**src/rtl/olwd_pkg.sv**
```systemverilog
package olwd_pkg;

    localparam int DEPTH_DEFAULT = 32;
    localparam int VALUE_W       = 32;
    localparam int OCC_W         = 6;

    typedef enum logic [2:0] {
        OP_APPEND       = 3'd0,
        OP_REMOVE_FRONT = 3'd1,
        OP_REMOVE_BACK  = 3'd2,
        OP_REMOVE_VALUE = 3'd3,
        OP_DUMP         = 3'd4
    } t_op;

    typedef enum logic [1:0] {
        ST_DONE      = 2'd0,
        ST_EMPTY     = 2'd1,
        ST_FULL      = 2'd2,
        ST_NOT_FOUND = 2'd3
    } t_status;

    typedef enum logic [3:0] {
        S_IDLE,
        S_DECODE,
        S_TAKE,
        S_SRD,
        S_SCMP,
        S_SHR,
        S_SHW,
        S_DRD,
        S_DEMIT
    } t_state;

    // which logical position the memory address is built from
    typedef enum logic [1:0] {
        IDX_POS,
        IDX_POS_NEXT,
        IDX_LAST,
        IDX_TAIL
    } t_idx_sel;

    typedef enum logic [1:0] {
        EV_ZERO,
        EV_RDATA,
        EV_VALUE
    } t_ev_sel;

    typedef struct packed {
        logic     load_in;
        logic     pos_clr;
        logic     pos_inc;
        logic     rd_en;
        logic     wr_en;
        logic     wr_from_rdata;
        t_idx_sel idx_sel;
        logic     head_inc;
        logic     cnt_inc;
        logic     cnt_dec;
        logic     emit;
        t_status  emit_status;
        t_ev_sel  emit_sel;
        logic     emit_last;
    } t_cmd;

    typedef struct packed {
        logic [2:0] op;
        logic       empty;
        logic       full;
        logic       pos_last;
        logic       match;
        logic       out_free;
    } t_sts;

endpackage

```
**src/rtl/olwd_ctrl.sv**
```systemverilog
module olwd_ctrl (
    input  logic           i_clk,
    input  logic           i_rst_n,
    input  logic           i_valid,
    output logic           o_ready,
    input  olwd_pkg::t_sts i_sts,
    output olwd_pkg::t_cmd o_cmd
);
    import olwd_pkg::*;

    t_state r_state;
    t_state n_state;

    always_ff @(posedge i_clk) begin
        if (!i_rst_n) begin
            r_state <= S_IDLE;
        end else begin
            r_state <= n_state;
        end
    end

    // next state
    always_comb begin
        n_state = r_state;
        case (r_state)
            S_IDLE: begin
                if (i_valid) begin
                    n_state = S_DECODE;
                end
            end
            S_DECODE: begin
                case (i_sts.op)
                    OP_REMOVE_FRONT, OP_REMOVE_BACK: begin
                        if (!i_sts.empty) begin
                            n_state = S_TAKE;
                        end else if (i_sts.out_free) begin
                            n_state = S_IDLE;
                        end
                    end
                    OP_REMOVE_VALUE: begin
                        if (!i_sts.empty) begin
                            n_state = S_SCMP;
                        end else if (i_sts.out_free) begin
                            n_state = S_IDLE;
                        end
                    end
                    OP_DUMP: begin
                        if (!i_sts.empty) begin
                            n_state = S_DEMIT;
                        end else if (i_sts.out_free) begin
                            n_state = S_IDLE;
                        end
                    end
                    default: begin
                        if (i_sts.out_free) begin
                            n_state = S_IDLE;
                        end
                    end
                endcase
            end
            S_TAKE: begin
                if (i_sts.out_free) begin
                    n_state = S_IDLE;
                end
            end
            S_SRD: n_state = S_SCMP;
            S_SCMP: begin
                if (i_sts.match) begin
                    n_state = S_SHR;
                end else if (!i_sts.pos_last) begin
                    n_state = S_SRD;
                end else if (i_sts.out_free) begin
                    n_state = S_IDLE;
                end
            end
            S_SHR: begin
                if (!i_sts.pos_last) begin
                    n_state = S_SHW;
                end else if (i_sts.out_free) begin
                    n_state = S_IDLE;
                end
            end
            S_SHW: n_state = S_SHR;
            S_DRD: n_state = S_DEMIT;
            S_DEMIT: begin
                if (i_sts.out_free) begin
                    n_state = i_sts.pos_last ? S_IDLE : S_DRD;
                end
            end
            default: n_state = S_IDLE;
        endcase
    end

    // commands
    always_comb begin
        o_cmd             = '0;
        o_cmd.idx_sel     = IDX_POS;
        o_cmd.emit_status = ST_DONE;
        o_cmd.emit_sel    = EV_ZERO;
        o_cmd.emit_last   = 1'b1;
        o_ready           = 1'b0;
        case (r_state)
            S_IDLE: begin
                o_ready       = 1'b1;
                o_cmd.load_in = i_valid;
                o_cmd.pos_clr = i_valid;
            end
            S_DECODE: begin
                case (i_sts.op)
                    OP_APPEND: begin
                        if (i_sts.out_free) begin
                            o_cmd.emit = 1'b1;
                            if (i_sts.full) begin
                                o_cmd.emit_status = ST_FULL;
                            end else begin
                                o_cmd.wr_en   = 1'b1;
                                o_cmd.idx_sel = IDX_TAIL;
                                o_cmd.cnt_inc = 1'b1;
                            end
                        end
                    end
                    OP_REMOVE_FRONT, OP_REMOVE_BACK, OP_REMOVE_VALUE, OP_DUMP: begin
                        if (!i_sts.empty) begin
                            o_cmd.rd_en   = 1'b1;
                            o_cmd.idx_sel = (i_sts.op == OP_REMOVE_BACK) ? IDX_LAST : IDX_POS;
                        end else if (i_sts.out_free) begin
                            o_cmd.emit        = 1'b1;
                            o_cmd.emit_status = ST_EMPTY;
                        end
                    end
                    default: begin
                        o_cmd.emit = i_sts.out_free;
                    end
                endcase
            end
            S_TAKE: begin
                if (i_sts.out_free) begin
                    o_cmd.emit     = 1'b1;
                    o_cmd.emit_sel = EV_RDATA;
                    o_cmd.cnt_dec  = 1'b1;
                    o_cmd.head_inc = (i_sts.op == OP_REMOVE_FRONT);
                end
            end
            S_SRD, S_DRD: begin
                o_cmd.rd_en = 1'b1;
            end
            S_SCMP: begin
                if (!i_sts.match) begin
                    if (!i_sts.pos_last) begin
                        o_cmd.pos_inc = 1'b1;
                    end else if (i_sts.out_free) begin
                        o_cmd.emit        = 1'b1;
                        o_cmd.emit_status = ST_NOT_FOUND;
                    end
                end
            end
            S_SHR: begin
                if (!i_sts.pos_last) begin
                    o_cmd.rd_en   = 1'b1;
                    o_cmd.idx_sel = IDX_POS_NEXT;
                end else if (i_sts.out_free) begin
                    o_cmd.emit     = 1'b1;
                    o_cmd.emit_sel = EV_VALUE;
                    o_cmd.cnt_dec  = 1'b1;
                end
            end
            S_SHW: begin
                // move the entry after the gap one place toward the front
                o_cmd.wr_en         = 1'b1;
                o_cmd.wr_from_rdata = 1'b1;
                o_cmd.pos_inc       = 1'b1;
            end
            S_DEMIT: begin
                if (i_sts.out_free) begin
                    o_cmd.emit      = 1'b1;
                    o_cmd.emit_sel  = EV_RDATA;
                    o_cmd.emit_last = i_sts.pos_last;
                    o_cmd.pos_inc   = !i_sts.pos_last;
                end
            end
            default: begin
                o_ready = 1'b0;
            end
        endcase
    end

endmodule

```
**src/rtl/olwd_dp.sv**
```systemverilog
module olwd_dp #(
    parameter int DEPTH = olwd_pkg::DEPTH_DEFAULT
) (
    input  logic                                i_clk,
    input  logic                                i_rst_n,
    input  olwd_pkg::t_cmd                      i_cmd,
    output olwd_pkg::t_sts                      o_sts,
    input  logic [2:0]                          i_operation,
    input  logic signed [olwd_pkg::VALUE_W-1:0] i_value,
    output logic                                o_valid,
    input  logic                                i_ready,
    output logic [1:0]                          o_status,
    output logic signed [olwd_pkg::VALUE_W-1:0] o_entry_value,
    output logic [olwd_pkg::OCC_W-1:0]          o_occupancy,
    output logic                                o_last
);
    import olwd_pkg::*;

    localparam int AW = (DEPTH > 1) ? $clog2(DEPTH) : 1;
    localparam int CW = $clog2(DEPTH + 1);

    logic signed [VALUE_W-1:0] r_mem [DEPTH];
    logic signed [VALUE_W-1:0] r_rdata;

    logic [2:0]                r_op;
    logic signed [VALUE_W-1:0] r_value;
    logic [AW-1:0]             r_head;
    logic [CW-1:0]             r_count;
    logic [CW-1:0]             n_count;
    logic [AW-1:0]             r_pos;

    logic                      r_out_valid;
    logic [1:0]                r_out_status;
    logic signed [VALUE_W-1:0] r_out_value;
    logic [OCC_W-1:0]          r_out_occ;
    logic                      r_out_last;

    logic [AW-1:0]             idx;
    logic [AW:0]               addr_sum;
    logic [AW-1:0]             addr;
    logic [CW-1:0]             count_m1;
    logic                      out_free;

    assign count_m1 = r_count - CW'(1);
    assign out_free = !r_out_valid || i_ready;

    // logical position to physical slot of the ring
    always_comb begin
        case (i_cmd.idx_sel)
            IDX_POS:      idx = r_pos;
            IDX_POS_NEXT: idx = r_pos + AW'(1);
            IDX_LAST:     idx = AW'(count_m1);
            IDX_TAIL:     idx = AW'(r_count);
            default:      idx = r_pos;
        endcase
        addr_sum = {1'b0, r_head} + {1'b0, idx};
        if (addr_sum >= (AW+1)'(DEPTH)) begin
            addr = AW'(addr_sum - (AW+1)'(DEPTH));
        end else begin
            addr = AW'(addr_sum);
        end
    end

    always_comb begin
        n_count = r_count;
        if (i_cmd.cnt_inc) begin
            n_count = r_count + CW'(1);
        end else if (i_cmd.cnt_dec) begin
            n_count = count_m1;
        end
    end

    always_ff @(posedge i_clk) begin
        if (i_cmd.wr_en) begin
            r_mem[addr] <= i_cmd.wr_from_rdata ? r_rdata : r_value;
        end
        if (i_cmd.rd_en) begin
            r_rdata <= r_mem[addr];
        end
    end

    always_ff @(posedge i_clk) begin
        if (i_cmd.load_in) begin
            r_op    <= i_operation;
            r_value <= i_value;
        end
    end

    always_ff @(posedge i_clk) begin
        if (!i_rst_n) begin
            r_head  <= '0;
            r_count <= '0;
            r_pos   <= '0;
        end else begin
            r_count <= n_count;
            if (i_cmd.head_inc) begin
                r_head <= (r_head == AW'(DEPTH - 1)) ? '0 : r_head + AW'(1);
            end
            if (i_cmd.pos_clr) begin
                r_pos <= '0;
            end else if (i_cmd.pos_inc) begin
                r_pos <= r_pos + AW'(1);
            end
        end
    end

    always_ff @(posedge i_clk) begin
        if (!i_rst_n) begin
            r_out_valid <= 1'b0;
        end else if (i_cmd.emit) begin
            r_out_valid <= 1'b1;
        end else if (i_ready) begin
            r_out_valid <= 1'b0;
        end
    end

    always_ff @(posedge i_clk) begin
        if (i_cmd.emit) begin
            r_out_status <= i_cmd.emit_status;
            r_out_occ    <= OCC_W'(n_count);
            r_out_last   <= i_cmd.emit_last;
            case (i_cmd.emit_sel)
                EV_RDATA: r_out_value <= r_rdata;
                EV_VALUE: r_out_value <= r_value;
                default:  r_out_value <= '0;
            endcase
        end
    end

    assign o_sts.op       = r_op;
    assign o_sts.empty    = (r_count == '0);
    assign o_sts.full     = (r_count == CW'(DEPTH));
    assign o_sts.pos_last = (CW'(r_pos) == count_m1);
    assign o_sts.match    = (r_rdata == r_value);
    assign o_sts.out_free = out_free;

    assign o_valid       = r_out_valid;
    assign o_status      = r_out_status;
    assign o_entry_value = r_out_value;
    assign o_occupancy   = r_out_occ;
    assign o_last        = r_out_last;

    a_count_range: assert property (@(posedge i_clk) disable iff (!i_rst_n)
        r_count <= CW'(DEPTH))
        else $error("entry count beyond depth");

    a_count_one_way: assert property (@(posedge i_clk) disable iff (!i_rst_n)
        !(i_cmd.cnt_inc && i_cmd.cnt_dec))
        else $error("count raised and lowered together");

    a_no_overwrite: assert property (@(posedge i_clk) disable iff (!i_rst_n)
        i_cmd.emit |-> out_free)
        else $error("pending word overwritten");

    a_head_steady: assert property (@(posedge i_clk) disable iff (!i_rst_n)
        !i_cmd.head_inc |=> $stable(r_head))
        else $error("head moved without a front removal");

    a_no_rw_clash: assert property (@(posedge i_clk) disable iff (!i_rst_n)
        !(i_cmd.rd_en && i_cmd.wr_en))
        else $error("memory read and write in one cycle");

endmodule

```
**src/rtl/ordered_list_with_delete_core.sv**
```systemverilog
// channel  | handshake          | payload
// ---------+--------------------+-----------------------------------------------
// in       | i_valid / o_ready  | i_operation, i_value
// out      | o_valid / i_ready  | o_status, o_entry_value, o_occupancy, o_last
//
// one single-port ring memory (registered read) holds the list, one slot per cycle.
// append, bad op code, empty-list removal: decode and emit; front/back: read, then emit.
// remove-value: compare in turn; hit: shift the entries behind it forward; miss: NOT_FOUND.
// dump: read and emit entries in turn (EMPTY when empty); each out word waits for i_ready.
// reset clears count, pointers, sequencer state and out valid only; a full out word stalls the sequencer.
module ordered_list_with_delete_core #(
    parameter int DEPTH = olwd_pkg::DEPTH_DEFAULT
) (
    input  logic                                i_clk,
    input  logic                                i_rst_n,
    input  logic                                i_valid,
    output logic                                o_ready,
    input  logic [2:0]                          i_operation,
    input  logic signed [olwd_pkg::VALUE_W-1:0] i_value,
    output logic                                o_valid,
    input  logic                                i_ready,
    output logic [1:0]                          o_status,
    output logic signed [olwd_pkg::VALUE_W-1:0] o_entry_value,
    output logic [olwd_pkg::OCC_W-1:0]          o_occupancy,
    output logic                                o_last
);
    import olwd_pkg::*;

    t_cmd cmd;
    t_sts sts;

    olwd_ctrl u_ctrl (
        .i_clk   (i_clk),
        .i_rst_n (i_rst_n),
        .i_valid (i_valid),
        .o_ready (o_ready),
        .i_sts   (sts),
        .o_cmd   (cmd)
    );

    olwd_dp #(
        .DEPTH (DEPTH)
    ) u_dp (
        .i_clk         (i_clk),
        .i_rst_n       (i_rst_n),
        .i_cmd         (cmd),
        .o_sts         (sts),
        .i_operation   (i_operation),
        .i_value       (i_value),
        .o_valid       (o_valid),
        .i_ready       (i_ready),
        .o_status      (o_status),
        .o_entry_value (o_entry_value),
        .o_occupancy   (o_occupancy),
        .o_last        (o_last)
    );

endmodule

```
**config.mk**
```make
export PLATFORM = sky130hd
export DESIGN_NAME = ordered_list_with_delete_core
export DESIGN_NICKNAME = d
export VERILOG_FILES = /design/src/rtl/olwd_pkg.sv /design/src/rtl/olwd_ctrl.sv /design/src/rtl/olwd_dp.sv /design/src/rtl/ordered_list_with_delete_core.sv
export SDC_FILE = /design/constraint.sdc
export NUM_CORES = 1
export LEC_CHECK = 0
export ABC_AREA = 1
export BUFFER_PORTS_ARGS = -buffer_cell sky130_fd_sc_hd__buf_2
export CORE_MARGIN = 10
export CORE_UTILIZATION = 41
export CTS_CLUSTER_SIZE = 30
export DETAILED_ROUTE_END_ITERATION = 16
export GPL_TIMING_DRIVEN = 1
export PLACE_DENSITY = 0.56
export RECOVER_POWER = 25
export SETUP_SLACK_MARGIN = 0.1
export SLEW_MARGIN = 10
export SYNTH_ARGS = -nofsm -noshare
export SYNTH_HDL_FRONTEND = slang
export SYNTH_SLANG_ARGS = --single-unit
```
**constraint.sdc**
```tcl
create_clock -name i_clk -period 8.9 [get_ports i_clk]
set_input_delay 0.89 -clock i_clk [delete_from_list [all_inputs] [get_ports i_clk]]
set_output_delay 0.89 -clock i_clk [all_outputs]
set_load 0.03 [all_outputs]
```
==> flow_results.org <==
** Outcome
- Run status :: finished with violations
- The checks that failed: capacitance limit, slew limit.

** Yosys
- The biggest area contributor in the post-synthesis netlist is sky130_fd_sc_hd__edfxtp_1.
- Share of synthesized area occupied by flip-flops and latches :: 0.7660
- Top area cells in the synthesized netlist :: sky130_fd_sc_hd__edfxtp_1 76%, sky130_fd_sc_hd__nand2_1 5.9%, sky130_fd_sc_hd__a22oi_1 5.4%
- Syn Nets :: about 3300
- Count of yosys warnings during synthesis :: 0
- The cell count after synthesis came out at 3232.
- Share of Yosys cell area claimed by the top area cell type :: 0.7566
- Synth async-reset ratio :: 0
- Count of flip-flops with a built-in enable after synthesis :: ~1100
- The cell area that synthesis handed to floorplanning was roughly 45000 µm².
- Mean instance size in the synthesized netlist :: about 14 µm²
- Most instantiated flip-flop cell in the synthesis netlist :: sky130_fd_sc_hd__edfxtp_1
- The synthesized design contains between 1000 and 1500 register bits.
- Counting distinct cell types in the post-synthesis netlist gives 43.

** Clocking
- Clock-pin slew was measured on the worst setup and hold paths at roughly 60 ps.
- The tree built by TritonCTS fans out to ~1200 sinks.
- Clock root buffer :: sky130_fd_sc_hd__clkbuf_16
- The later pin in the worst-skew pair is clocked with a latency of approximately 700 ps.
- Number of buffers inserted to repair setup after CTS :: 0
- In this run, CTS created clock tree buffers numbering 115.
- The clock passes through at most 3 buffers.
- Post-CTS repair changed the size of 0 cells.
- CTS tree :: done
- The H-tree generated during clock tree synthesis spans 3 levels.
- Hold-fix buffer count after cts :: 0

** STA
- Derived from the worst setup path, the maximum achievable clock frequency is around 0.17 GHz.
- Setup repair after global routing left no endpoint under its margin.
- Max-slew violation count :: 533
- Transition time of the tightest slew-check pin :: between 4000 and 5000 ps
- Across the routed clock network, the largest skew measured is around 24 ps.
- Final-report setup violation count :: 0
- The final-report hold violation count came to 0.
- Minimum clock period :: slightly below 6000 ps
- In the finished design, the share of the clock period the worst path needs comes to 0.6692.
- Summed over all failing endpoints, the final setup total negative slack is 0 ps.
- Headroom to the max-slew limit came out at -1.746.

** Routing
- The detailed router finished its first iteration with approximately 3100 violations.
- Count of TritonRoute iterations in the first routing pass :: 6
- Antenna Violating Nets Remaining :: 0
- After detailed routing, the number of remaining DRC violations is 0.
- Vias per Instance :: 5.707
- The routed design has 129300 µm of wire.
- WL/cell :: about 27 µm
- Summing over every cut layer, the via total after detailed routing is 27610.

** Cells and area
- End-of-flow core utilization :: 0.4689
- The filler cells instantiated in the layout total ~9400.
- Relative to the synthesized area, the layout overhead comes to 13.61%.
- Final net count :: approximately 3400
- Layout cell share with drive strength beyond 1 :: 0.1037
- Ant diodes :: 0

** Floorplanning
- The initial utilization of the core area, before any placement, comes to 0.4127.
- about 80 I/O pins were placed.
- The die is around 350 µm wide.
- Row generation in the floorplan step produced around 120 rows.
- After floorplanning, the core was sized to cover 108900 µm².
- The die is around 350 µm tall.
- The die covers between 100000 and 150000 µm².

** Setup path
- Of all nets on the critical path, the largest fanout is 34.
- Critical register-to-register path startpoint :: u_ctrl.r_state[1]$_SDFFE_PN0P_
- The worst register-to-register path ends at u_dp.r_mem[26][16]$_DFFE_PP_.
- Data arrives at the worst endpoint at between 5000 and 6000 ps.
- Counting cells, the worst reg-to-reg path comes to 4.
- Nature of the critical path endpoint :: flop
- Kind of launch point of the worst setup path :: flop
- For flop-to-flop paths, the worst setup slack is 2940 ps.
- STA puts the critical path data required time at approximately 8800 ps.
- Kind of critical path :: reg2reg

** Placement
- The count of buffers added on input and output ports is slightly above 80.
- Final estimated routing congestion in global placement :: between 0.8 and 0.9
- Final HPWL DP :: between 70000 and 80000 µm

** Pwr
- Static leakage :: 16.51 nW
- IR analysis of the VDD net gives a maximum drop of between 0.00015 and 0.0002 V.
- Relative contribution of the clock network to total power :: 0.415
- The share of total power dissipated in combinational logic is 0.060.
- Sw Ratio :: 0.2254
- P per Cell Area :: ~230 nW/µm²
- The internal portion of the total power is slightly below 9 mW.
- After layout, the design draws a total of between 10 and 15 mW.
- In this run the power spent charging and discharging nets is 2.597 mW.
- Of the total power, registers draw 0.525.

** Global routing
- Total global routing track utilization :: 0.2064
- Most Crowded Layer GR :: met2
- Wire length of the first global-routing pass :: about 190000 µm
- Summed over all layers, the global routing overflow is 0.
- The initial antenna violation count was 3.
- Via count of the first global-routing pass :: 26460
- Met1 track utilization from global routing :: 0.2994
- Met2 Use GR :: 0.3191
- Global routing usage on met3 :: 0.04038
- Entering global routing, the biggest net connects between 100 and 150 pins.

** Worst hold path
- The path with the worst hold slack has its endpoint at u_dp.r_value[19]$_DFFE_PP_.
- Counting instances, the worst hold path has a depth of 1.
- The worst hold path begins at i_value[19].
- The worst hold path belongs to the class in2reg.

** Job
- Max-cap violation count :: 17
## worst max-delay path: stages (launching register included)
cell                      delay (ps)
sky130_fd_sc_hd__dfxtp_1         420
sky130_fd_sc_hd__inv_1           120
sky130_fd_sc_hd__nor2_1          210
sky130_fd_sc_hd__nand2_1         910
sky130_fd_sc_hd__o21ai_0        3450
## stage by stage
step                      instances  hold slack, ps  setup WS (ps)  cell area, µm²
after floorplan                3232           464.9           3507           44930
after global placement         4622           502.1           2755           47480
after detailed placement       4624           503.8           2777           47530
after CTS                      4836           326.0           2987           51200
after global routing           4837           340.1           2492           51040
final                          4837           370.4           2944           51040
## kinds of logic (layout without fill, tap and decap cells)
family                   after synthesis  in the layout  share of synthesized area
buffers and inverters                285            476                    0.02484
flip-flops                          1153           1153                     0.7660
XOR/XNOR                              14             14                   0.002729
AO/OA/AOI/OAI                        822            822                     0.1143
AND/OR/NAND/NOR                      945            945                    0.08837
adder cells (fa/ha/maj)               13             13                   0.003787
## state kept, by name (all words and copies together), names as in the netlist, 5 cells and up
name / count
u_dp.o_entry_value: 32
u_dp.o_occupancy: 6
u_dp.r_count: 6
u_dp.r_head: 5
u_dp.r_mem: 1024
u_dp.r_pos: 5
u_dp.r_rdata: 32
u_dp.r_value: 32
## synthesized netlist by cell type, drive strengths merged (4+ instances only)
cell type,n
nand2,715
nor3,8
o211ai,6
dfxtp,21
nor4,5
or2,21
o21ai,177
a31oi,132
nand4,22
clkbuf,157
xnor2,4
xor2,10
nor2,80
buf,21
nand3,93
inv,105
a21oi,177
a22oi,321
ha,12
edfxtp,1132
## layer usage
metal  part of all wire  wire length [µm]
met5            0.00010                13
met4              0.021              2750
met3              0.084             10810
met2               0.46             58900
met1               0.44             56820
## placed cells by master (no fill, tap or decap), drive strengths merged, types with 3 or more instances in the layout
cell	count
edfxtp	1132
nand2	715
a22oi	321
clkbuf	216
a21oi	177
o21ai	177
a31oi	132
inv	109
nand3	93
buf	92
nor2	80
clkinv	45
nand4	22
or2	21
dfxtp	21
ha	12
bufinv	11
xor2	10
nor3	8
o211ai	6
nor4	5
xnor2	4
clkinvlp	3
## worst max path at each step
stage                                         from                      endpoint  slack [ps]  cells after the start
floorplan                                  i_ready   u_dp.r_mem[20][0]$_DFFE_PP_        3510                     16
global placement                           i_ready  u_dp.r_mem[12][30]$_DFFE_PP_        2760                     16
detailed placement                         i_ready  u_dp.r_mem[25][29]$_DFFE_PP_        2780                     18
CTS                     u_dp.r_count[0]$_SDFF_PN0_  u_dp.r_mem[25][10]$_DFFE_PP_        2990                     22
global route            u_dp.r_count[0]$_SDFF_PN0_   u_dp.r_mem[26][4]$_DFFE_PP_        2490                     23
finish              u_ctrl.r_state[1]$_SDFFE_PN0P_  u_dp.r_mem[26][16]$_DFFE_PP_        2940                      4
## final cells by class
type | count | area [µm²] | share of cell area
flip-flops and latches | 1153 | 34410 | 0.6742
clock buffers | 151 | 3077 | 0.06028
well taps | 1414 | 1769 | 0.03466
multi-input cells | 1794 | 9813 | 0.1923
inverters | 107 | 420.4 | 0.008236
clock inverters | 61 | 594.3 | 0.01164
repair buffers | 157 | 954.7 | 0.01870
## power by group through the flow
stage               sequential (mW)  clock (mW)  combinational, mW
floorplan                      6.18           0              0.358
global placement               6.16           0              0.693
detailed placement             6.16           0              0.698
CTS                            6.04        4.85              0.699
global route                   6.05        5.07              0.743
finish                         6.05        4.78              0.690
Note: power is estimated with default switching activity, not from simulation.
